$ cat src/hdl/pcjc_pkg.sv
// Shared types, register codes and constants for the camera frame capture block.
package pcjc_pkg;

   localparam int ROW_PIXELS_W = 13;
   localparam int ROWS_W       = 12;
   localparam int BPP_W        = 2;
   localparam int CAP_W        = 25;
   localparam int CSR_DATA_W   = 25;
   localparam int CSR_INDEX_W  = 3;
   localparam int BYTE_W       = 8;
   localparam int OFFSET_W     = 24;
   localparam int LENGTH_W     = 25;
   localparam int SEEN_W       = 24;

   // Reset values of the configuration registers
   localparam logic [ROW_PIXELS_W-1:0] ROW_PIXELS_RESET = 13'd320;
   localparam logic [ROWS_W-1:0]       ROWS_RESET       = 12'd240;
   localparam logic [BPP_W-1:0]        BPP_RESET        = 2'd2;
   localparam logic                    GRAY_RESET       = 1'b0;
   localparam logic [CAP_W-1:0]        FIRST_CAP_RESET  = 25'd153600;
   localparam logic [CAP_W-1:0]        SECOND_CAP_RESET = 25'd0;

   // JPEG end-of-image marker bytes
   localparam logic [BYTE_W-1:0] MARKER_PREFIX = 8'hFF;
   localparam logic [BYTE_W-1:0] MARKER_EOI    = 8'hD9;

   // Estimate = row_pixels * rows * bytes_per_pixel / 5, divide done as
   // multiply by ceil(2^30 / 5) and shift; exact for products below 2^30.
   localparam int               PROD_W    = 25;
   localparam int               SCALED_W  = 27;
   localparam int               RECIP_W   = 28;
   localparam int               MUL_W     = SCALED_W + RECIP_W;
   localparam int               EST_SHIFT = 30;
   localparam logic [RECIP_W-1:0] EST_RECIP = 28'd214748365;
   localparam int               EST_LAT_W = 3;
   localparam logic [EST_LAT_W-1:0] EST_LAT = 3'd4;

   typedef enum logic [CSR_INDEX_W-1:0] {
      CSR_ROW_PIXELS = 3'd0,
      CSR_ROWS       = 3'd1,
      CSR_BPP        = 3'd2,
      CSR_GRAY       = 3'd3,
      CSR_FIRST_CAP  = 3'd4,
      CSR_SECOND_CAP = 3'd5
   } csr_index_type;

   typedef enum logic {
      OP_FRAME_START = 1'b0,
      OP_DATA        = 1'b1
   } op_type;

   typedef enum logic [1:0] {
      END_NONE     = 2'd0,
      END_MARKER   = 2'd1,
      END_ROWS     = 2'd2,
      END_OVERFLOW = 2'd3
   } end_type;

   typedef struct packed {
      logic [ROW_PIXELS_W-1:0] row_pixels;
      logic [ROWS_W-1:0]       rows;
      logic [BPP_W-1:0]        bytes_per_pixel;
      logic                    gray_mode;
      logic [CAP_W-1:0]        first_capacity;
      logic [CAP_W-1:0]        second_capacity;
      logic [LENGTH_W-1:0]     estimate;
   } cfg_type;

   typedef struct packed {
      op_type              op;
      logic [BYTE_W-1:0]   pixel_byte;
      logic                is_prefix;
      logic                is_eoi;
   } entry_type;

   typedef struct packed {
      logic                store;
      logic                buffer_select;
      logic [OFFSET_W-1:0] store_offset;
      logic [BYTE_W-1:0]   store_byte;
      logic                frame_done;
      end_type             end_status;
      logic [LENGTH_W-1:0] frame_length;
   } rsp_type;

endpackage

$ cat src/hdl/pcjc_queue.sv
// Short request queue between the front end and the capture engine.
module pcjc_queue #(
   parameter int DEPTH = 2
) (
   input  logic                clock,
   input  logic                reset,
   input  logic                in_valid,
   output logic                in_ready,
   input  pcjc_pkg::entry_type in_entry,
   output logic                out_valid,
   input  logic                out_ready,
   output pcjc_pkg::entry_type out_entry
);
   import pcjc_pkg::*;

   localparam int PW = (DEPTH > 1) ? $clog2(DEPTH) : 1;
   localparam int NW = $clog2(DEPTH + 1);

   entry_type        entries_ff [DEPTH];
   logic [PW-1:0]    wr_ptr_ff, wr_ptr_in;
   logic [PW-1:0]    rd_ptr_ff, rd_ptr_in;
   logic [NW-1:0]    count_ff, count_in;
   logic             push, pop;

   assign in_ready  = (count_ff != NW'(DEPTH));
   assign out_valid = (count_ff != '0);
   assign out_entry = entries_ff[rd_ptr_ff];
   assign push      = in_valid && in_ready;
   assign pop       = out_valid && out_ready;

   always_comb begin
      wr_ptr_in = wr_ptr_ff;
      rd_ptr_in = rd_ptr_ff;
      count_in  = count_ff;
      if (push) begin
         wr_ptr_in = (wr_ptr_ff == PW'(DEPTH - 1)) ? '0 : wr_ptr_ff + PW'(1);
      end
      if (pop) begin
         rd_ptr_in = (rd_ptr_ff == PW'(DEPTH - 1)) ? '0 : rd_ptr_ff + PW'(1);
      end
      if (push && !pop) begin
         count_in = count_ff + NW'(1);
      end else if (pop && !push) begin
         count_in = count_ff - NW'(1);
      end
   end

   always_ff @(posedge clock) begin
      if (reset) begin
         wr_ptr_ff <= '0;
         rd_ptr_ff <= '0;
         count_ff  <= '0;
      end else begin
         wr_ptr_ff <= wr_ptr_in;
         rd_ptr_ff <= rd_ptr_in;
         count_ff  <= count_in;
      end
   end

   always_ff @(posedge clock) begin
      if (push) begin
         entries_ff[wr_ptr_ff] <= in_entry;
      end
   end

endmodule

$ cat config.mk
export PLATFORM = sky130hd
export DESIGN_NAME = pcjc_queue
export DESIGN_NICKNAME = d
export VERILOG_FILES = /design/src/hdl/pcjc_pkg.sv /design/src/hdl/pcjc_queue.sv
export SDC_FILE = /design/constraint.sdc
export NUM_CORES = 1
export LEC_CHECK = 0
export BUFFER_PORTS_ARGS = -buffer_cell sky130_fd_sc_hd__buf_2
export CORE_UTILIZATION = 53
export DETAILED_ROUTE_END_ITERATION = 7
export PLACE_DENSITY_LB_ADDON = 0.3
export SYNTH_ARGS = -nofsm -noshare
export SYNTH_HDL_FRONTEND = slang
export SYNTH_SLANG_ARGS = --single-unit
$ cat constraint.sdc
create_clock -name clock -period 5.4 [get_ports clock]
set_clock_uncertainty 0.2 [all_clocks]
set_input_delay 1.08 -clock clock [delete_from_list [all_inputs] [get_ports clock]]
set_output_delay 1.08 -clock clock [all_outputs]
set_load 0.05 [all_outputs]
# ---- Yosys cells after proc, flatten, opt, wreduce, memory -nomap -nowiden
# Memories as Yosys holds them, arrays and structs flattened. A register that Yosys moved wholly into a read port is not among the register bits.
# Index checks and enable logic that the tools add are counted.
dict set report totals {
  register_bits 4
  mem_bits_rw 22
  in_bits 15
  output_inout_bits 13
  wordCells 25
  n_memories 1
}
# memory depth width read_ports rd_clocked_by_memory_dff write_ports line_no
set memory_table {}
lappend memory_table {entries_ff 2 11 1 1 1 pcjc_queue.sv:19} ;# entry_type entries_ff [DEPTH];
dict set report classes {
  n_addsub 4
  eq_ne 1
  n_mux 8
  reduce_logical 8
}
# operator count
set op_table {}
lappend op_table {{two-way mux 1 bit} 6}
lappend op_table {{logical AND 1 bit} 4}
lappend op_table {{two-way mux 2 bit} 2}
lappend op_table {{nonzero test 2 bit} 2}
lappend op_table {{adder 1 bit, second input constant} 2}
lappend op_table {{adder 2 x 1 -> 2 bit, second input constant} 1}
lappend op_table {{zero test 1 bit} 2}
lappend op_table {{!= test 2 bit, second input constant} 1}
lappend op_table {{subtractor 2 x 1 -> 2 bit, second input constant} 1}

# ---- Logic depth before layout (Yosys ltp)
dict set report depth {
  word_depth 6
  ltp_mapped 6
  mapped_depth_nobuf 6
}

# ---- Least setup slack after synthesis
# OpenSTA, ideal clock, no wires.
dict set report synth_timing {
  kind {reg-to-output}
  from {reg (tool-made name)}
  to {out out_entry[0] (netlist name)}
  arrival_ps 984
  required_ps 4120
  path_slack_ps 3136
  stages_incl_launch_ff 3
  path_buffers 1
  cell_sequence {dfxtp_1 buf_2 mux2_2}
}
# item line_no
set synth_lines {}
lappend synth_lines {{end, declared} pcjc_queue.sv:12} ;# output pcjc_pkg::entry_type out_entry

==> run metrics <==
Psw 251 uW; area growth from synthesis to layout 18.7%; initial core utilization 0.574; setup bufs post-CTS 0; Synth Area in Adders 0.0124; DRT antenna net count 0; antenna violations before repair 0; clock power share 0.131; total CTS buffers 3; startpoint types flop; Pint 368 uW; Clock Sinks 27; drt initial violations 5; FMAX 0.353 GHz; syn_area_per_cell 17.5 um2; mux cell area share after synthesis 0.122; first-pass GRT wire length 2250 um; Synth cell types 17; hold crit path type reg -> reg; GRT Overall Usage 0.155; sw frac 0.406; Clock Latency Late Sink 0.31 ns; Critical Path RT 4.12 ns; element type at the critical path end primary output; Avg Vias per Cell 5.09; Final Power 619 uW; pwr dens 515 nW/um2; yosys warns 0; First-pass DRT Iterations 2; CP peak stage delay 0.64 ns; fraction of layout cells with a size suffix above 1 0.500; critical path fanouts, max 11; Reg area 761 um2; total core area 1760 um2; I/O Buffers 27; final worst setup slack 2.56 ns; Ports 28; post-synth net total 74; Worst Tran Pin Value 0.522 ns; post-DR wirelength/cell 13.1 um; Post-Synth Simple-Gate Area 0.0494; Setup WS pre-CTS 2.90 ns; WP data arrival 1.56 ns; Final nets 105; Slowest cell on crit path dfxtp_1; fin crit period 2.84 ns; Setup TNS Final 0 ns; Fin. Hold Viols 0; Longest Clk Path Bufs 2; H-tree levels 1; max-slew violations 0; Syn Std Cell Area 1010 um2; combinational share of power 0.406; Die Y 45.7 um; Filler cells 158; placed wire-length estimate 1060 um; PostCTS Resize Cnt 0; post-synthesis sequential area ratio 0.752; Post-Synth XOR/XNOR Area 0.0260; outcome completed; GP Congestion 0.698; Chip Width 45.7 um; CP Class reg -> out; largest family of logic cells by synthesized area multiplexers; Vias 575; Crit path buffers/inverters 1; CTS tree yes; Synth Area in Compound Gates 0.0297; largest net degree at the start of global routing 16; CTS clock-pin slew for the worst setup and hold paths 0.13 ns; final worst-path cycle share 0.525; max cap viols 0; P_leak 0.000471 uW; Seq cells post-synth 27; Post-route DRC 0; hold_buf cts 0; max_slew headroom 0.652; Max VDD drop 0.296 mV; Rows 15; cells along the critical path mux2_2, buf_2; RSZ-0062 raised after global routing false; delay-heaviest family, CP flip-flops; diode count 0; Setup Viol. Count Final 0; final wirelength 1480 um; Root Buffer clkbuf_4; Seq pwr share 0.464; grt ovf 0; Die ar. 2090 um2; area occupied by multi-input gates 243 um2; Synth Instances 58; vias in the first global route 554
synth_stat cells (all sizes together):
master	n	area, um2
a21bo	1	10.0
and2	1	6.26
buf	1	5.00
a21oi	2	10.0
nand3b	1	7.51
dfxtp	5	100
or3	1	6.26
ha	1	12.5
inv	1	3.75
or2	1	6.26
and3	1	6.26
xor2	3	26.3
mux2	11	124
edfxtp	22	661
nand2b	1	6.26
nor2	3	11.3
o21ai	2	10.0
area by class of cell:
cell class	instances	area share
tap	25	0.0260
inverter	1	0.00313
clock inverter	1	0.00417
sequential	27	0.633
multi-input combinational	29	0.202
timing repair buffer	27	0.113
clock buffer	3	0.0188
registers in the layout, summed over array words and instances (netlist names), named ones only:
register / count
count_ff: 2
entries_ff: 22
rd_ptr_ff: 1
wr_ptr_ff: 1
worst paths after layout:
kind,endpoint,slack [ns],cells after the start,start
max,out_entry[3],2.56,2,flop
min,rd_ptr_ff$_SDFFE_PP0P_,0.33,2,rd_ptr_ff$_SDFFE_PP0P_
max reg2reg,count_ff[1]$_SDFFE_PP0P_,3.55,5,count_ff[0]$_SDFFE_PP0P_
min reg2reg,rd_ptr_ff$_SDFFE_PP0P_,0.33,2,rd_ptr_ff$_SDFFE_PP0P_
power groups by stage:
stage	sequential (uW)	combinational, uW	clock, uW
after floorplan	278	214	0
after global placement	291	247	0
after detailed placement	293	251	0
after CTS	288	253	83.3
after global routing	293	265	87.1
final	287	251	80.9
placed cells by master, fill, tap and decap left out, types with 2 or more instances in the layout:
master / netlist / layout
clkbuf_4: 0 / 3
dfxtp_1: 5 / 5
edfxtp_1: 22 / 22
xor2_1: 3 / 3
nor2_1: 3 / 3
mux2_2: 11 / 11
buf_2: 1 / 27
o21ai_0: 2 / 2
a21oi_1: 2 / 2
layer usage:
| metal | routed length [um] | GRT usage |
|---|---|---|
| met1 | 562 | 0.170 |
| met4 | 15 | 0.0529 |
| met2 | 833 | 0.297 |
| met3 | 70 | 0.0278 |
| met5 | 0 | 0 |
cells by family after synthesis:
kind of cell | after synthesis
buf+inv | 2
mux | 11
flops | 27
compound gates | 5
simple gates | 9
xor+xnor | 3
fa+ha+maj | 1
metrics by stage:
step	cell area (um2)	util	hold WS, ns	instances
floorplan	1010	-	0.271	58
global placement	1170	0.665	0.288	109
detailed placement	1170	0.665	0.304	109
CTS	1200	0.681	0.336	113
global route	1200	0.681	0.373	113
finish	1200	0.681	0.331	113
tightest hold or removal path: stages, from the launching register on:
cell and delay (ns):
dfxtp_1 0.35, xor2_1 0.08, nor2_1 0.07
No activity file was read; power rests on OpenSTA's default activity.
