**config.mk**
```make
export PLATFORM = sky130hd
export DESIGN_NAME = pcjc_back
export DESIGN_NICKNAME = d
export VERILOG_FILES = /design/src/hdl/pcjc_pkg.sv /design/src/hdl/pcjc_back.sv
export SDC_FILE = /design/constraint.sdc
export NUM_CORES = 1
export LEC_CHECK = 0
export BUFFER_PORTS_ARGS = -buffer_cell sky130_fd_sc_hd__buf_2
export CAP_MARGIN = 20
export CORE_AREA = 3 3 161 163
export CTS_CLUSTER_SIZE = 12
export DETAILED_ROUTE_END_ITERATION = 12
export DIE_AREA = 0 0 164 166
export GPL_TIMING_DRIVEN = 1
export PLACE_DENSITY = 0.81
export SLEW_MARGIN = 30
export SYNTH_ARGS = -nofsm -noshare
export SYNTH_HDL_FRONTEND = slang
export SYNTH_SLANG_ARGS = --single-unit
```
**constraint.sdc**
```tcl
create_clock -name clock -period 3.6 [get_ports clock]
set_input_delay 0.18 -clock clock [delete_from_list [all_inputs] [get_ports clock]]
set_output_delay 0.18 -clock clock [all_outputs]
set_load 0.01 [all_outputs]
```
**src/hdl/pcjc_pkg.sv**
```systemverilog
// Shared types, register codes and constants for the camera frame capture block.
package pcjc_pkg;

   localparam int ROW_PIXELS_W = 13;
   localparam int ROWS_W       = 12;
   localparam int BPP_W        = 2;
   localparam int CAP_W        = 25;
   localparam int CSR_DATA_W   = 25;
   localparam int CSR_INDEX_W  = 3;
   localparam int BYTE_W       = 8;
   localparam int OFFSET_W     = 24;
   localparam int LENGTH_W     = 25;
   localparam int SEEN_W       = 24;

   // Reset values of the configuration registers
   localparam logic [ROW_PIXELS_W-1:0] ROW_PIXELS_RESET = 13'd320;
   localparam logic [ROWS_W-1:0]       ROWS_RESET       = 12'd240;
   localparam logic [BPP_W-1:0]        BPP_RESET        = 2'd2;
   localparam logic                    GRAY_RESET       = 1'b0;
   localparam logic [CAP_W-1:0]        FIRST_CAP_RESET  = 25'd153600;
   localparam logic [CAP_W-1:0]        SECOND_CAP_RESET = 25'd0;

   // JPEG end-of-image marker bytes
   localparam logic [BYTE_W-1:0] MARKER_PREFIX = 8'hFF;
   localparam logic [BYTE_W-1:0] MARKER_EOI    = 8'hD9;

   // Estimate = row_pixels * rows * bytes_per_pixel / 5, divide done as
   // multiply by ceil(2^30 / 5) and shift; exact for products below 2^30.
   localparam int               PROD_W    = 25;
   localparam int               SCALED_W  = 27;
   localparam int               RECIP_W   = 28;
   localparam int               MUL_W     = SCALED_W + RECIP_W;
   localparam int               EST_SHIFT = 30;
   localparam logic [RECIP_W-1:0] EST_RECIP = 28'd214748365;
   localparam int               EST_LAT_W = 3;
   localparam logic [EST_LAT_W-1:0] EST_LAT = 3'd4;

   typedef enum logic [CSR_INDEX_W-1:0] {
      CSR_ROW_PIXELS = 3'd0,
      CSR_ROWS       = 3'd1,
      CSR_BPP        = 3'd2,
      CSR_GRAY       = 3'd3,
      CSR_FIRST_CAP  = 3'd4,
      CSR_SECOND_CAP = 3'd5
   } csr_index_type;

   typedef enum logic {
      OP_FRAME_START = 1'b0,
      OP_DATA        = 1'b1
   } op_type;

   typedef enum logic [1:0] {
      END_NONE     = 2'd0,
      END_MARKER   = 2'd1,
      END_ROWS     = 2'd2,
      END_OVERFLOW = 2'd3
   } end_type;

   typedef struct packed {
      logic [ROW_PIXELS_W-1:0] row_pixels;
      logic [ROWS_W-1:0]       rows;
      logic [BPP_W-1:0]        bytes_per_pixel;
      logic                    gray_mode;
      logic [CAP_W-1:0]        first_capacity;
      logic [CAP_W-1:0]        second_capacity;
      logic [LENGTH_W-1:0]     estimate;
   } cfg_type;

   typedef struct packed {
      op_type              op;
      logic [BYTE_W-1:0]   pixel_byte;
      logic                is_prefix;
      logic                is_eoi;
   } entry_type;

   typedef struct packed {
      logic                store;
      logic                buffer_select;
      logic [OFFSET_W-1:0] store_offset;
      logic [BYTE_W-1:0]   store_byte;
      logic                frame_done;
      end_type             end_status;
      logic [LENGTH_W-1:0] frame_length;
   } rsp_type;

endpackage

```
**src/hdl/pcjc_back.sv**
```systemverilog
// Capture engine: frame state, buffer chaining, end detection and the response register.
module pcjc_back #(
   parameter int MAX_ROW_PIXELS   = 4096,
   parameter int MAX_ROWS         = 2048,
   parameter int MAX_BUFFER_BYTES = 16777216
) (
   input  logic                clock,
   input  logic                reset,
   input  pcjc_pkg::cfg_type   cfg,
   input  logic                q_valid,
   output logic                q_ready,
   input  pcjc_pkg::entry_type q_entry,
   output logic                rsp_valid,
   input  logic                rsp_ready,
   output pcjc_pkg::rsp_type   rsp
);
   import pcjc_pkg::*;

   localparam int CW  = $clog2(2 * MAX_ROW_PIXELS + 1);
   localparam int RW  = $clog2(MAX_ROWS + 1);
   localparam int SW  = $clog2(MAX_BUFFER_BYTES + 1);
   localparam int RBW = (CW > ROW_PIXELS_W + BPP_W) ? CW : ROW_PIXELS_W + BPP_W;
   localparam int RLW = (RW > ROWS_W) ? RW : ROWS_W;
   localparam int CPW = (SW > CAP_W) ? SW : CAP_W;

   function automatic logic [SW-1:0] clamp_cap(input logic [CAP_W-1:0] c);
      logic [CPW-1:0] e;
      e = CPW'(c);
      return (e > CPW'(MAX_BUFFER_BYTES)) ? SW'(MAX_BUFFER_BYTES) : SW'(e);
   endfunction

   // Geometry and capacities after clamping, registered off the config
   logic [RBW-1:0]      rb_full;
   logic [RLW-1:0]      rl_full;
   logic [CW-1:0]       rowb_ff, rowb_in;
   logic [RW-1:0]       rlim_ff, rlim_in;
   logic [SW-1:0]       cap1_ff, cap2_ff;
   logic                gray_ff, empty_ff;
   logic [LENGTH_W-1:0] est_ff;

   assign rb_full = RBW'(cfg.row_pixels) * RBW'(cfg.bytes_per_pixel);
   assign rl_full = RLW'(cfg.rows);
   assign rowb_in = (rb_full > RBW'(2 * MAX_ROW_PIXELS)) ? CW'(2 * MAX_ROW_PIXELS) : CW'(rb_full);
   assign rlim_in = (rl_full > RLW'(MAX_ROWS)) ? RW'(MAX_ROWS) : RW'(rl_full);

   always_ff @(posedge clock) begin
      rowb_ff  <= rowb_in;
      rlim_ff  <= rlim_in;
      cap1_ff  <= clamp_cap(cfg.first_capacity);
      cap2_ff  <= clamp_cap(cfg.second_capacity);
      gray_ff  <= cfg.gray_mode;
      empty_ff <= (rowb_in == '0) || (rlim_in == '0);
      est_ff   <= cfg.estimate;
   end

   // Frame state
   logic                armed_ff, armed_in;
   logic                second_ff, second_in;
   logic [SW-1:0]       space_ff, space_in;
   logic [OFFSET_W-1:0] woff_ff, woff_in;
   logic [CW-1:0]       col_ff, col_in;
   logic [RW-1:0]       row_ff, row_in;
   logic                prev_prefix_ff, prev_prefix_in;
   logic [SEEN_W-1:0]   seen_ff, seen_in;
   logic                rsp_valid_ff, rsp_valid_in;
   rsp_type             rsp_ff, rsp_in;

   logic                fire;
   logic                halt;
   logic [CW-1:0]       col_inc;
   logic [RW-1:0]       row_inc;
   rsp_type             r;

   assign q_ready = !rsp_valid_ff || rsp_ready;
   assign fire    = q_valid && q_ready;
   assign col_inc = col_ff + CW'(1);
   assign row_inc = row_ff + RW'(1);

   always_comb begin
      armed_in       = armed_ff;
      second_in      = second_ff;
      space_in       = space_ff;
      woff_in        = woff_ff;
      col_in         = col_ff;
      row_in         = row_ff;
      prev_prefix_in = prev_prefix_ff;
      seen_in        = seen_ff;
      halt           = 1'b0;
      r              = '0;
      if (fire) begin
         if (q_entry.op == OP_FRAME_START) begin
            armed_in       = 1'b1;
            second_in      = 1'b0;
            space_in       = cap1_ff;
            woff_in        = '0;
            col_in         = '0;
            row_in         = '0;
            prev_prefix_in = 1'b0;
            seen_in        = '0;
            if (empty_ff) begin
               armed_in       = 1'b0;
               r.frame_done   = 1'b1;
               r.end_status   = END_ROWS;
               r.frame_length = est_ff;
            end
         end else if (armed_ff) begin
            if (!gray_ff || !col_ff[0]) begin
               r.store         = 1'b1;
               r.buffer_select = second_ff;
               r.store_offset  = woff_ff;
               r.store_byte    = q_entry.pixel_byte;
               woff_in         = woff_ff + OFFSET_W'(1);
               if (space_ff > SW'(1)) begin
                  space_in = space_ff - SW'(1);
               end else if (!second_ff && (cap2_ff != '0)) begin
                  // chain into the second buffer
                  second_in = 1'b1;
                  space_in  = cap2_ff;
                  woff_in   = '0;
               end else begin
                  space_in       = '0;
                  armed_in       = 1'b0;
                  halt           = 1'b1;
                  r.frame_done   = 1'b1;
                  r.end_status   = END_OVERFLOW;
                  r.frame_length = est_ff;
               end
            end
            if (!halt) begin
               if (prev_prefix_ff && q_entry.is_eoi) begin
                  armed_in       = 1'b0;
                  r.frame_done   = 1'b1;
                  r.end_status   = END_MARKER;
                  r.frame_length = LENGTH_W'(seen_ff) + LENGTH_W'(1);
               end else begin
                  prev_prefix_in = q_entry.is_prefix;
                  if (seen_ff != '1) begin
                     seen_in = seen_ff + SEEN_W'(1);
                  end
                  if (col_inc >= rowb_ff) begin
                     col_in = '0;
                     row_in = row_inc;
                     if (row_inc >= rlim_ff) begin
                        armed_in       = 1'b0;
                        r.frame_done   = 1'b1;
                        r.end_status   = END_ROWS;
                        r.frame_length = est_ff;
                     end
                  end else begin
                     col_in = col_inc;
                  end
               end
            end
         end
      end
   end

   always_comb begin
      if (fire) begin
         rsp_valid_in = 1'b1;
      end else if (rsp_ready) begin
         rsp_valid_in = 1'b0;
      end else begin
         rsp_valid_in = rsp_valid_ff;
      end
      rsp_in = fire ? r : rsp_ff;
   end

   always_ff @(posedge clock) begin
      if (reset) begin
         armed_ff       <= 1'b0;
         second_ff      <= 1'b0;
         space_ff       <= '0;
         woff_ff        <= '0;
         col_ff         <= '0;
         row_ff         <= '0;
         prev_prefix_ff <= 1'b0;
         seen_ff        <= '0;
         rsp_valid_ff   <= 1'b0;
      end else begin
         armed_ff       <= armed_in;
         second_ff      <= second_in;
         space_ff       <= space_in;
         woff_ff        <= woff_in;
         col_ff         <= col_in;
         row_ff         <= row_in;
         prev_prefix_ff <= prev_prefix_in;
         seen_ff        <= seen_in;
         rsp_valid_ff   <= rsp_valid_in;
      end
   end

   always_ff @(posedge clock) begin
      rsp_ff <= rsp_in;
   end

   assign rsp_valid = rsp_valid_ff;
   assign rsp       = rsp_ff;

endmodule

```
## Word-level counts from Yosys, hierarchy flattened

Index checks and enable logic that the tools add are counted.

| operators by class | value |
|---|---|
| $add $sub $neg | 6 |
| multipliers | 1 |
| order comparisons | 7 |
| equal/unequal tests | 9 |
| muxes and demuxes | 64 |
| reductions and logical operators | 21 |

Operators with widths:

| kind | count |
|---|---|
| $mux 28 | 9 |
| $mux 24 | 10 |
| $mux 25 | 5 |
| $mux 14 | 6 |
| $mux 12 | 6 |
| $mux 62 | 1 |
| $gt 25x25->1 const B | 2 |
| $add 24x1->24 const B | 2 |
| $mux 1 | 27 |
| $add 24x1->25 const B | 1 |
| $gt 25x1->1 const B | 1 |
| $reduce_bool 25->1 | 1 |
| $sub 25x1->25 const B | 1 |
| $ne 24x24->1 const B | 1 |
| $gt 15x14->1 const B | 1 |
| $mul 13x2->15 | 1 |
| $reduce_and 5->1 | 3 |
| $add 14x1->14 const B | 1 |
| $ge 14x14->1 | 1 |
| $logic_not 14->1 | 1 |
| $add 12x1->12 const B | 1 |
| $ge 12x12->1 | 1 |
| $gt 12x12->1 const B | 1 |
| $logic_not 12->1 | 1 |
| other kinds (9) | 23 |

| storage, ports and cells | value |
|---|---|
| flip-flop bits (word level) | 268 |
| input port bits | 118 |
| output and inout bits | 64 |
| logic and storage cells | 131 |

## Depth between registers and ports, before layout

Gate-level depths: netlist of the first run.

| logic depth | value |
|---|---|
| depth after elaboration | 11 |
| mapped depth | 16 |
| gate-level depth less buffers | 13 |

## Least setup slack after synthesis of the first run

Ideal clock, no wire load.

| path | value |
|---|---|
| path kind | flip-flop to flip-flop |
| start point | register rsp_valid_ff (netlist: rsp_valid) |
| end point | register space_ff[15] |
| setup time | 0.119 ns |
| arrival time | 3.595 ns |
| data required time | 3.481 ns |
| slack | -0.115 ns |
| stages on the path, launching flop included | 9 |
| path buffers | 2 |
| period minus slack after synthesis | 3.715 ns |
| cells stage by stage | dfxtp_1 -> nand2b_1 -> nand2_1 -> inv_1 -> clkbuf_1 -> o21ai_0 -> clkbuf_1 -> a21oi_1 -> a21oi_1 |

| on the way | value |
|---|---|
| word-level cells in the longest chain between the ends | 4 |

RTL lines:

| element | line | source |
|---|---|---|
| start, declared | pcjc_back.sv:65 | `logic rsp_valid_ff, rsp_valid_in;` |
| start signal, assigned | pcjc_back.sv:189 | `rsp_valid_ff <= rsp_valid_in;` |
| $logic_not 1->1 | pcjc_back.sv:74 | `assign q_ready = !rsp_valid_ff \|\| rsp_ready;` |
| $logic_or 1x1->1 | pcjc_back.sv:74 |  |
| named net q_ready | pcjc_back.sv:11 | `output logic q_ready,` |
| $logic_and 1x1->1 | pcjc_back.sv:75 | `assign fire = q_valid && q_ready;` |
| named net fire | pcjc_back.sv:68 | `logic fire;` |
| $reduce_and 3->1 (no source line) | n/a |  |
| end signal, assigned | pcjc_back.sv:183 | `space_ff <= space_in;` |
| end, declared | pcjc_back.sv:59 | `logic [SW-1:0] space_ff, space_in;` |

The timed path passes the listed nets, and every way through them passes these cells.
A chain may end at the register's enable or synchronous reset.

==> out/qor.txt, run 1 <==
Die X -> 164 µm
Leakage power of the design -> 6.408 nW
Largest delay contributor family on the critical path -> compound AO/OA/AOI/OAI gates
Global-route wire length before repair -> 54,160 µm
Avg Synthesized Cell Area -> 9.379 µm²
H-tree depth -> 1
Vias in the first global route -> 11.08k
Number of buffers inserted by port buffering -> 181
Total cell area at the placement stage -> 14,080 µm²
Skew-Pair Late Insertion Delay -> 0.55 ns
Placed wire-length estimate -> 21,590 µm
DRC Markers -> 0
Share of layout cells above drive strength 1 -> 17.53%
Sequence of cells on the critical path -> and3_1 > nand3_1 > nor3_2 > nand3_1 > xnor2_1 > ha_1 > a21o_1 > a21o_1 > a221o_1 > a21oi_4 > o31ai_4 > buf_12 > a22o_1
Required arrival time at the worst endpoint -> 3.88 ns
Effective utilization at floorplan -> 52.15%
Clock tree from TritonCTS -> done
Worst slew margin relative to its limit -> 30.10%
HP Class -> in2reg
Commonest register cell after synthesis -> dfxtp_1
Peak supply drop -> 0.3141 mV
Share of flip-flops with an asynchronous set or reset -> 0%
Vias after detailed routing -> 11.40k
Power spent charging and discharging nets -> 1.741 mW
Drt total wl -> 33,770 µm
Clk pwr share -> 37.7%
Register-to-Register Path Depth -> 13
Total clock buffers created by CTS -> 28
Area growth from synthesis to layout -> 26.00%
Filler Cell Count -> 1,924
Cell total after placement -> 1,830
Hold Crit Start -> q_entry[0]
Maximum clock rate -> 293.8 MHz
Placer congestion estimate -> 0.8958
Run status -> complete, no violations
Number of cells produced by synthesis -> 1,360
Share of the yosys chip area belonging to registers -> 46.92%
Sink Count -> 268
Reg-to-Reg End -> rsp[12]
Clock buffer depth -> 3
Syn Std Cell Area -> 12,760 µm²
Sequential share of power -> 48.4%
Detailed-routing iteration count for the pre-antenna-repair pass -> 5
Synthesis-stage register bit count -> 268
Maximum number of pins on one net before global-route repair -> 56
Flop-to-flop setup slack -> 0.20 ns
Fin cells -> 1,994
Final worst path period need -> 3.404 ns
Proportion of power drawn by combinational gates -> 13.9%
Clock-pin transition on the worst setup and hold timing paths -> 0.06 ns
PwrDens -> 423.2 nW/µm²
Final number of hold-violating endpoints -> 0
Cell internal power dissipation -> 5.060 mW
Count of buffer and inverter cells on the critical path -> 1
Hold path depth -> 3
Total overflow reported by the global router -> 0
Max-slew violations -> 0
Worst Clk Skew -> 0.01674 ns
Slew of the pin with the lowest slew margin -> 1.038 ns
Routed wirelength normalized by instance count -> 16.94 µm
Total setup violations reported at the end of the flow -> 0
I/O pin count -> 182
Sw Ratio -> 25.60%
Count of standard-cell rows -> 57
Number of DRC markers in iteration 0 -> 1,003
Critical Path End Type -> register
Number of synthesized flops with an enable pin -> 62
Cell types occupying the most area after synthesis -> dfxtp_1 (32%), edfxtp_1 (15%), and2_1 (4.7%)
Post-Route Setup TNS -> 0 ns
Share of the clock period used by the worst path after layout -> 94.55%
Warnings from Yosys -> 0
Fraction of synthesized cell area taken by the top area cell type -> 32.33%
Y dimension of the die -> 166 µm
Most common cell after layout, fill and taps aside -> dfxtp_1
Destination of the worst hold path -> rsp[25]
Die Footprint -> 27,220 µm²
Critical-path top delay cell -> a221o_1
Critical path arrival -> 3.69 ns
Worst setup startpoint -> col_ff[0]
Largest fanout of any net on the critical path -> 26
Number of antenna violations at the first check in global routing -> 4
Unique cell type count in the Yosys netlist -> 75
Dominant cell type by area after synthesis -> dfxtp_1
Number of maximum-capacitance violations -> 0
All-layer global routing usage -> 23.89%
Critical R2R Launch -> col_ff[0]
Final design area excluding fillers -> 16,070 µm²
Post-synthesis net count -> 1,523
Worst Path Class, Setup -> reg2reg
Std-Cell Core Area -> 24,460 µm²
Clock tree root driver cell -> clkbuf_16
Share of the core filled with cells -> 65.71%
Worst Hold Slack -> 0.07071 ns
Worst path max stage delay -> 0.43 ns
Most frequent cells in the layout -> dfxtp_1 (203), buf_2 (182), dlygate4sd3_1 (111)
Vias per Instance -> 5.719
Count of antenna-violating nets left after detailed routing -> 0
Final net count -> 1,811
Setup crit start kind -> register
Count of buffers added by post-CTS timing repair for setup -> 0
power groups by stage:
stage	Combinational [mW]	Clock [mW]	Sequential, mW
5_1_grt	1.04	2.74	3.30
4_1_cts	0.913	2.60	3.29
3_5_place_dp	0.814	0	3.35
6_report	0.943	2.56	3.30
2_1_floorplan	0.535	0	3.35
3_3_place_gp	0.799	0	3.35
sequential cells by signal, indices dropped and copies added, names as in the netlist, 12 cells and up:
| signal | flops |
|---|---|
| rsp | 62 |
| cap1_ff | 25 |
| cap2_ff | 25 |
| est_ff | 25 |
| space_ff | 25 |
| seen_ff | 24 |
| woff_ff | 24 |
| col_ff | 14 |
| rowb_ff | 14 |
| rlim_ff | 12 |
| row_ff | 12 |
through the flow:
stage | worst slack, ns | total power [mW]
finish | 0.1963 | 6.801
global route | -0.01513 | 7.078
CTS | 0.07887 | 6.806
detailed placement | 0.08342 | 4.166
global placement | 0.1912 | 4.149
floorplan | 0.006556 | 3.886
layout make-up:
| cell class | instances | area [µm²] | area share [%] |
|---|---|---|---|
| Clock buffer | 38 | 738.2 | 4.593 |
| Multi-Input combinational cell | 971 | 6385 | 39.72 |
| Sequential cell | 268 | 5989 | 37.26 |
| Antenna cell | 4 | 10.01 | 0.06228 |
| Clock inverter | 10 | 60.06 | 0.3737 |
| Tap cell | 324 | 405.4 | 2.522 |
| Timing Repair Buffer | 327 | 2290 | 14.25 |
| Inverter | 52 | 195.2 | 1.214 |
cells by family after synthesis:
family	share of synthesized area, %
AOI/OAI and AO/OA	15.60
xor gates and xnor gates	6.385
adders and majority gates	4.473
buffers and inverters	3.766
DFF	46.93
muxes	0.4708
and+or+nand+nor	22.38
synth_stat cells (33+ instances only):
cell,count
a21oi_1,97
and2_1,96
clkbuf_1,53
dfxtp_1,206
edfxtp_1,62
ha_1,44
inv_1,52
nand2_1,90
nand3_1,54
nor2_1,80
nor2b_1,33
nor4_1,36
o21ai_0,51
xnor2_1,56
xor2_1,37
worst max path at each step:
stage,cells past startpoint,end,slack (ns)
global route,14,row_ff[9],-0.02
global placement,13,rsp[22],0.19
detailed placement,13,rsp[23],0.08
floorplan,16,row_ff[7],0.007
CTS,13,rsp[23],0.08
finish,13,rsp[12],0.20
timing repair:
item,CTS,global route
gates resized for setup,0,16
setup endpoints to repair,0,43
hold endpoints to repair,100,0
hold buffers,111,0
tightest hold or removal path, stage by stage:
cell	delay [ns]
buf_2	0.09
a21oi_1	0.09
nor2_1	0.12
per-layer routing:
| layer | track usage [%] | share of wire, % | vias up |
|---|---|---|---|
| met3 | 3.617 | 6.7 | 119 |
| li1 | - | - | 5478 |
| met1 | 29.96 | 41 | 5292 |
| met4 | 9.452 | 3.9 | 2 |
| met2 | 41.10 | 49 | 513 |
| met5 | 0 | 0.027 | - |
(Power assumes the default switching activity.)
==> inputs of run 2 (changes only) <==
--- a/config.mk
+++ b/config.mk
@@ -5,12 +5,13 @@
 export SDC_FILE = /design/constraint.sdc
 export NUM_CORES = 1
 export LEC_CHECK = 0
+export ABC_AREA = 1
 export BUFFER_PORTS_ARGS = -buffer_cell sky130_fd_sc_hd__buf_2
 export CAP_MARGIN = 20
-export CORE_AREA = 3 3 161 163
+export CORE_AREA = 3 3 199 142
 export CTS_CLUSTER_SIZE = 12
 export DETAILED_ROUTE_END_ITERATION = 12
-export DIE_AREA = 0 0 164 166
+export DIE_AREA = 0 0 202 145
 export GPL_TIMING_DRIVEN = 1
 export PLACE_DENSITY = 0.81
 export SLEW_MARGIN = 30
==> run 2 against run 1 <==
- global-route usage increased by 0.72 points
- sequential share of layout area fell by 1.9 points
- worst hold slack worse by 0.046 ns
- cell count increased by 31%
- sequential cell count stayed put
- first-iteration DRC count up 12%
- fmax grew 1.1%
- clock power about the same
- power is 8.7% higher
- setup slack better by 0.036 ns
==> out/qor.txt, run 2 <==
Run status -> complete, no violations (unchanged)
Number of maximum-capacitance violations -> 0 (unchanged)
PwrDens -> 436.9 nW/µm² (was 423.2 nW/µm²)
Design Power -> 7.393 mW (was 6.801 mW)
Required arrival time at the worst endpoint -> 3.88 ns (about the same)
Routed wirelength normalized by instance count -> 14.32 µm (was 16.94 µm)
Cell total after placement -> 2,457 (was 1,830)
Count of standard-cell rows -> 50 (was 57)
Clock buffer depth -> 3 (unchanged)
Placed wire-length estimate -> 24,960 µm (was 21,590 µm)
Flop-to-flop setup slack -> 0.23 ns (was 0.20 ns)
Skew-Pair Late Insertion Delay -> 0.54 ns (was 0.55 ns)
Number of DRC markers in iteration 0 -> 1,122 (was 1,003)
Maximum clock rate -> 296.9 MHz (was 293.8 MHz)
Register cell area after layout -> 5987 µm² (was 5989 µm²)
Vias after detailed routing -> 13.33k (was 11.40k)
Critical Path End Type -> register (unchanged)
Most frequent cells in the layout -> nand2_1 (452), nor2_1 (377), inv_1 (308) (was dfxtp_1 (203), buf_2 (182), dlygate4sd3_1 (111))
Reg-to-Reg End -> rsp[17] (was rsp[12])
Std-Cell Core Area -> 26,590 µm² (was 24,460 µm²)
Cell types occupying the most area after synthesis -> dfxtp_1 (29%), edfxtp_1 (13%), nand2_1 (12%) (was dfxtp_1 (32%), edfxtp_1 (15%), and2_1 (4.7%))
Unique cell type count in the Yosys netlist -> 48 (was 75)
Global-route wire length before repair -> 60,640 µm (was 54,160 µm)
Share of layout cells above drive strength 1 -> 14.21% (was 17.53%)
Maximum number of pins on one net before global-route repair -> 63 (was 56)
Slew of the pin with the lowest slew margin -> 0.8391 ns (was 1.038 ns)
Flip-flop count of the largest register after layout -> 62 (unchanged)
Most common cell after layout, fill and taps aside -> nand2_1 (was dfxtp_1)
Number of synthesized flops with an enable pin -> 62 (unchanged)
Hold Crit Start -> cfg[76] (was q_entry[0])
Critical path arrival -> 3.64 ns (was 3.69 ns)
Share of the core filled with cells -> 63.65% (was 65.71%)
Worst slew margin relative to its limit -> 44.06% (was 30.10%)
Number of cells produced by synthesis -> 1,962 (was 1,360)
H-tree depth -> 1 (unchanged)
Final worst path period need -> 3.368 ns (was 3.404 ns)
Post-synthesis net count -> 2,125 (was 1,523)
Dominant cell type by area after synthesis -> dfxtp_1 (unchanged)
Number of antenna violations at the first check in global routing -> 4 (unchanged)
Synthesis-stage register bit count -> 268 (unchanged)
Clock tree from TritonCTS -> done (unchanged)
All-layer global routing usage -> 24.61% (was 23.89%)
Share of the clock period used by the worst path after layout -> 93.56% (was 94.55%)
Fraction of synthesized cell area taken by the top area cell type -> 29.46% (was 32.33%)
Count of buffers added by post-CTS timing repair for setup -> 0 (unchanged)
Hold path depth -> 3 (unchanged)
Destination of the worst hold path -> rowb_ff[0] (was rsp[25])
Top-count cell post-synth -> nand2_1 (was dfxtp_1)
Count of antenna-violating nets left after detailed routing -> 0 (unchanged)
Critical R2R Launch -> row_ff[0] (was col_ff[0])
Syn Std Cell Area -> 14,000 µm² (was 12,760 µm²)
Final net count -> 2,384 (was 1,811)
Largest fanout of any net on the critical path -> 10 (was 26)
Worst Clk Skew -> 0.02229 ns (was 0.01674 ns)
Total clock buffers created by CTS -> 27 (was 28)
Area growth from synthesis to layout -> 20.90% (was 26.00%)
Final number of hold-violating endpoints -> 0 (unchanged)
Filler Cell Count -> 2,206 (was 1,924)
Effective utilization at floorplan -> 52.64% (was 52.15%)
Commonest register cell after synthesis -> dfxtp_1 (unchanged)
Clock-pin transition on the worst setup and hold timing paths -> 0.07 ns (was 0.06 ns)
Sink Count -> 268 (unchanged)
Drt total wl -> 37,310 µm (was 33,770 µm)
Y dimension of the die -> 145 µm (was 166 µm)
Avg Synthesized Cell Area -> 7.134 µm² (was 9.379 µm²)
Area of the multi-input gates -> 6540 µm² (was 6385 µm²)
Die X -> 202 µm (was 164 µm)
Peak supply drop -> 0.2949 mV (was 0.3141 mV)
Post-Route Setup TNS -> 0 ns (unchanged)
Max-slew violations -> 0 (unchanged)
Fin cells -> 2,606 (was 1,994)
Setup crit start kind -> register (unchanged)
Total overflow reported by the global router -> 0 (unchanged)
Vias in the first global route -> 12.60k (was 11.08k)
Worst Path Class, Setup -> reg2reg (unchanged)
Die Footprint -> 29,290 µm² (was 27,220 µm²)
Number of buffers inserted by port buffering -> 181 (unchanged)
Vias per Instance -> 5.114 (was 5.719)
Share of the yosys chip area belonging to registers -> 42.76% (was 46.92%)
Placement-stage worst setup slack -> 0.1907 ns (was 0.08342 ns)
DRC Markers -> 0 (unchanged)
Placer congestion estimate -> 0.9110 (was 0.8958)
Commonest cells in the synthesized netlist -> nand2_1 (452), nor2_1 (378), inv_1 (309) (was dfxtp_1 (206), a21oi_1 (97), and2_1 (96))
Clock tree root driver cell -> clkbuf_16 (unchanged)
Warnings from Yosys -> 0 (unchanged)
I/O pin count -> 182 (unchanged)
Leakage power of the design -> 8.180 nW (was 6.408 nW)
Slack of the critical path -> 0.2319 ns (was 0.1963 ns)
Detailed-routing iteration count for the pre-antenna-repair pass -> 6 (was 5)
Register-to-Register Path Depth -> 22 (was 13)
HP Class -> in2reg (unchanged)
Share of flip-flops with an asynchronous set or reset -> 0% (unchanged)
Total setup violations reported at the end of the flow -> 0 (unchanged)
==> run 2: cell type report <==
| class | count | area share (%) |
|---|---|---|
| sequential | 268 | 35.38 |
| inverter | 319 | 7.128 |
| multi-input combinational | 1317 | 38.65 |
| antenna | 4 | 0.05915 |
| clock buffer | 44 | 4.488 |
| timing repair buffer | 288 | 11.55 |
| clock inverter | 2 | 0.05915 |
| tap | 364 | 2.691 |
==> run 2: metrics by stage <==
step	cell area, µm²	hold slack [ns]
detailed placement	15100	0.2836
floorplan	14000	0.2077
global route	16920	0.05654
global placement	15100	0.2825
CTS	16850	0.009395
finish	16920	0.02480
==> run 2: kinds of logic (layout without fill, tap and decap cells) <==
| kind of cell | Yosys count | count (layout) | share of synthesized area (%) |
|---|---|---|---|
| fa+ha+maj | 45 | 45 | 4.076 |
| compound gates | 120 | 120 | 4.890 |
| buf+inv | 378 | 653 | 10.94 |
| xor+xnor | 52 | 52 | 3.254 |
| simple gates | 1099 | 1100 | 34.08 |
| other cells | 0 | 4 | 0 |
| flops | 268 | 268 | 42.76 |
==> run 2: how the worst max path moves through the flow <==
stage               from           to  slack (ns)  cells past startpoint
2_1_floorplan  rsp_valid  seen_ff[16]        0.48                      9
3_3_place_gp   row_ff[0]       rsp[0]        0.25                     22
3_5_place_dp   row_ff[0]      rsp[19]        0.19                     22
4_1_cts        row_ff[0]       rsp[0]        0.12                     22
5_1_grt        row_ff[0]       rsp[6]       -0.02                     22
6_report       row_ff[0]      rsp[17]        0.23                     22
==> run 2: routing by layer <==
metal | share of wire, % | track usage [%] | vias to the layer above | wire, µm
met1 | 44 | 33.30 | 6060 | 16380
met2 | 45 | 39.84 | 548 | 16740
met5 | 0 | 0 | - | 0
li1 | - | - | 6599 | -
met4 | 3.8 | 8.365 | 0 | 1416
met3 | 7.4 | 4.508 | 119 | 2777
==> run 2: critical path, stage by stage, from the launching register on <==
cell     delay (ns)
dfxtp_1        0.36
ha_1           0.19
nand2_1        0.08
nor2_1         0.09
inv_1          0.05
nor2_1         0.15
nand2_1        0.14
nor3_4         0.18
nand3_1        0.12
xor2_1         0.18
inv_1          0.07
ha_1           0.27
nand2_1        0.09
nor2_1         0.07
and2_1         0.13
nand2_1        0.06
nand4_1        0.11
nand2_1        0.13
nand2_2        0.14
nand3_4        0.15
nand2_4        0.17
nand2_2        0.12
o21ai_2        0.05
==> run 2: repair_timing <==
| action | CTS | global route |
|---|---|---|
| hold buffers | 98 | 0 |
| resized for setup | 0 | 10 |
| hold endpoints to repair | 99 | 0 |
| endpoints found under the setup margin | 0 | 21 |
==> run 2: power breakdown <==
part / switching [mW] / internal, mW
combinational: 0.924 / 0.534
sequential: 0.109 / 3.26
clock: 1.14 / 1.42
==> inputs of run 3 (changes only) <==
--- a/config.mk
+++ b/config.mk
@@ -8,10 +8,10 @@
 export ABC_AREA = 1
 export BUFFER_PORTS_ARGS = -buffer_cell sky130_fd_sc_hd__buf_2
 export CAP_MARGIN = 20
-export CORE_AREA = 3 3 199 142
+export CORE_AREA = 3 3 142 199
 export CTS_CLUSTER_SIZE = 12
 export DETAILED_ROUTE_END_ITERATION = 12
-export DIE_AREA = 0 0 202 145
+export DIE_AREA = 0 0 145 202
 export GPL_TIMING_DRIVEN = 1
 export PLACE_DENSITY = 0.81
 export SLEW_MARGIN = 30
==> run 3 against run 2 <==
- first-iteration DRC count shrank 31%
- clock skew shrank 0.0049 ns
- power grew 1.3%
- wire length shrank 8.3%
- via count shrank 4.2%
- critical endpoint is now rsp[0]
- largest cell class unchanged
==> out/qor.txt, run 3 (same netlist as run 2, synthesis figures left out) <==
Number of antenna violations at the first check in global routing -> 1 (was 4)
Effective utilization at floorplan -> 52.35% (was 52.64%)
Number of buffers inserted by port buffering -> 181 (unchanged)
Worst path max stage delay -> 0.36 ns (about the same)
Clock tree from TritonCTS -> done (unchanged)
Placer congestion estimate -> 0.8817 (was 0.9110)
Vias per Instance -> 4.904 (was 5.114)
Maximum clock rate -> 302.5 MHz (was 296.9 MHz)
Sequential share of power -> 44.9% (was 45.6%)
Share of the clock period used by the worst path after layout -> 91.84% (was 93.56%)
Filler Cell Count -> 2,244 (was 2,206)
Sink Count -> 268 (unchanged)
Area of the multi-input gates -> 6539 µm² (was 6540 µm²)
Final worst path period need -> 3.306 ns (was 3.368 ns)
Most common cell after layout, fill and taps aside -> nand2_1 (unchanged)
Vias after detailed routing -> 12.77k (was 13.33k)
Register cell area after layout -> 5986 µm² (was 5987 µm²)
DRC Markers -> 0 (unchanged)
Std-Cell Core Area -> 26,740 µm² (was 26,590 µm²)
Slew of the pin with the lowest slew margin -> 0.8850 ns (was 0.8391 ns)
Y dimension of the die -> 202 µm (was 145 µm)
Critical path arrival -> 3.53 ns (was 3.64 ns)
Total overflow reported by the global router -> 0 (unchanged)
Placed wire-length estimate -> 22,570 µm (was 24,960 µm)
Slack of the critical path -> 0.2939 ns (was 0.2319 ns)
Number of DRC markers in iteration 0 -> 776 (was 1,122)
PwrDens -> 441.6 nW/µm² (was 436.9 nW/µm²)
Largest fanout of any net on the critical path -> 11 (was 10)
Peak supply drop -> 0.3163 mV (was 0.2949 mV)
Required arrival time at the worst endpoint -> 3.82 ns (was 3.88 ns)
Max-slew violations -> 0 (unchanged)
Maximum number of pins on one net before global-route repair -> 63 (unchanged)
All-layer global routing usage -> 22.74% (was 24.61%)
Die X -> 145 µm (was 202 µm)
Critical-path top delay cell -> dfxtp_1 (unchanged)
Routed wirelength normalized by instance count -> 13.13 µm (was 14.32 µm)
Leakage power of the design -> 8.187 nW (was 8.180 nW)
Most frequent cell on the critical path -> nand2_1 (unchanged)
Largest delay contributor family on the critical path -> simple AND/OR/NAND/NOR gates (unchanged)
Placement-stage worst setup slack -> 0.1424 ns (was 0.1907 ns)
Critical Path End Type -> register (unchanged)
Count of standard-cell rows -> 71 (was 50)
Drt total wl -> 34,200 µm (was 37,310 µm)
Skew-Pair Late Insertion Delay -> 0.53 ns (was 0.54 ns)
Total clock buffers created by CTS -> 27 (unchanged)
Worst Clk Skew -> 0.01739 ns (was 0.02229 ns)
HP Class -> in2reg (unchanged)
Post-Route Setup TNS -> 0 ns (unchanged)
Vias in the first global route -> 12.77k (was 12.60k)
Sequence of cells on the critical path -> ha_1 > nand2_1 > nor2_1 > inv_1 > nor2_1 > nand2_1 > nor3_2 > nand3_1 > xor2_1 > inv_1 > ha_1 > nand2_1 > nor2_1 > nor3_1 > nand4_1 > nand2_1 > nand2_4 > nand3_4 > nand2_8 > nand2_1 > o21ai_0 (was ha_1 > nand2_1 > nor2_1 > inv_1 > nor2_1 > nand2_1 > nor3_4 > nand3_1 > xor2_1 > inv_1 > ha_1 > nand2_1 > nor2_1 > and2_1 > nand2_1 > nand4_1 > nand2_1 > nand2_2 > nand3_4 > nand2_4 > nand2_2 > o21ai_2)
Clock buffer depth -> 3 (unchanged)
Worst slew margin relative to its limit -> 40.86% (was 44.06%)
Final number of hold-violating endpoints -> 0 (unchanged)
Most frequent cells in the layout -> nand2_1 (451), nor2_1 (377), inv_1 (308) (was nand2_1 (452), nor2_1 (377), inv_1 (308))
Clock tree root driver cell -> clkbuf_16 (unchanged)
Global-route wire length before repair -> 57,700 µm (was 60,640 µm)
Detailed-routing iteration count for the pre-antenna-repair pass -> 8 (was 6)
Worst Path Class, Setup -> reg2reg (unchanged)
Count of antenna-violating nets left after detailed routing -> 0 (unchanged)
Flip-flop count of the largest register after layout -> 62 (unchanged)
Count of buffer and inverter cells on the critical path -> 2 (unchanged)
Worst Hold Slack -> 0.04560 ns (was 0.02480 ns)
Run status -> complete, no violations (unchanged)
Total setup violations reported at the end of the flow -> 0 (unchanged)
Proportion of power drawn by combinational gates -> 19.1% (was 19.7%)
Area growth from synthesis to layout -> 21.18% (was 20.90%)
Die Footprint -> 29,290 µm² (unchanged)
Cell internal power dissipation -> 5.368 mW (was 5.223 mW)
Number of maximum-capacitance violations -> 0 (unchanged)
Clk pwr share -> 35.9% (was 34.7%)
Clock-pin transition on the worst setup and hold timing paths -> 0.06 ns (was 0.07 ns)
I/O pin count -> 182 (unchanged)
Setup crit start kind -> register (unchanged)
Sw Ratio -> 28.33% (was 29.35%)
H-tree depth -> 1 (unchanged)
Final net count -> 2,383 (was 2,384)
Share of layout cells above drive strength 1 -> 14.16% (was 14.21%)
Power spent charging and discharging nets -> 2.122 mW (was 2.170 mW)
## run 3: power by group through the flow
stage	Clock, mW	Combinational (mW)	Sequential (mW)
after CTS	2.75	1.41	3.36
after floorplan	0	0.987	3.43
final	2.69	1.43	3.37
after global routing	2.86	1.63	3.38
after global placement	0	1.29	3.42
after detailed placement	0	1.32	3.43
## run 3: worst register-to-register path: stages, from the launching register on
cell and delay, ns:
dfxtp_1 0.36, ha_1 0.18, nand2_1 0.07, nor2_1 0.08, inv_1 0.06, nor2_1 0.15
nand2_1 0.12, nor3_2 0.17, nand3_1 0.11, xor2_1 0.18, inv_1 0.07, ha_1 0.27
nand2_1 0.11, nor2_1 0.06, nor3_1 0.15, nand4_1 0.17, nand2_1 0.17, nand2_4 0.10
nand3_4 0.13, nand2_8 0.13, nand2_1 0.10, o21ai_0 0.09
## run 3: cell type report
type | instances | area share [%]
Multi-Input combinational cell | 1317 | 38.55
Sequential cell | 268 | 35.29
Inverter | 319 | 7.111
Antenna cell | 1 | 0.01475
Tap cell | 365 | 2.693
Timing Repair Buffer | 287 | 11.48
Clock inverter | 3 | 0.3836
Clock buffer | 44 | 4.478
## run 3: worst paths after layout
kind | start | to | slack [ns] | cells past startpoint
max | row_ff[0] | rsp[0] | 0.29 | 21
min | q_entry[1] | prev_prefix_ff | 0.05 | 5
max reg2reg | row_ff[0] | rsp[0] | 0.29 | 21
min reg2reg | prev_prefix_ff | prev_prefix_ff | 0.45 | 2
## run 3: what timing repair did
| action | CTS | global route |
|---|---|---|
| buffers inserted | 0 | 0 |
| endpoints found under the hold margin | 98 | 0 |
| hold buffers | 98 | 0 |
| endpoints found under the setup margin | 0 | 21 |
| gates resized for setup | 0 | 8 |
## run 3: routing by layer
layer  track usage [%]  part of all wire (%)  vias up
li1                  -                     -     6595
met1             26.64                    41     5734
met2             43.18                    51      361
met3             2.848                   4.6       81
met4             6.927                   3.0        0
met5                 0                     0        -
## run 3: per-stage QoR
step	instances	cell area [µm²]	utilization (%)	total power, mW
after global routing	2604	16960	63.43	7.871
after CTS	2602	16900	63.21	7.521
after global placement	2457	15090	56.45	4.710
final	2604	16960	63.43	7.489
after detailed placement	2457	15100	56.46	4.745
after floorplan	1962	14000	-	4.413
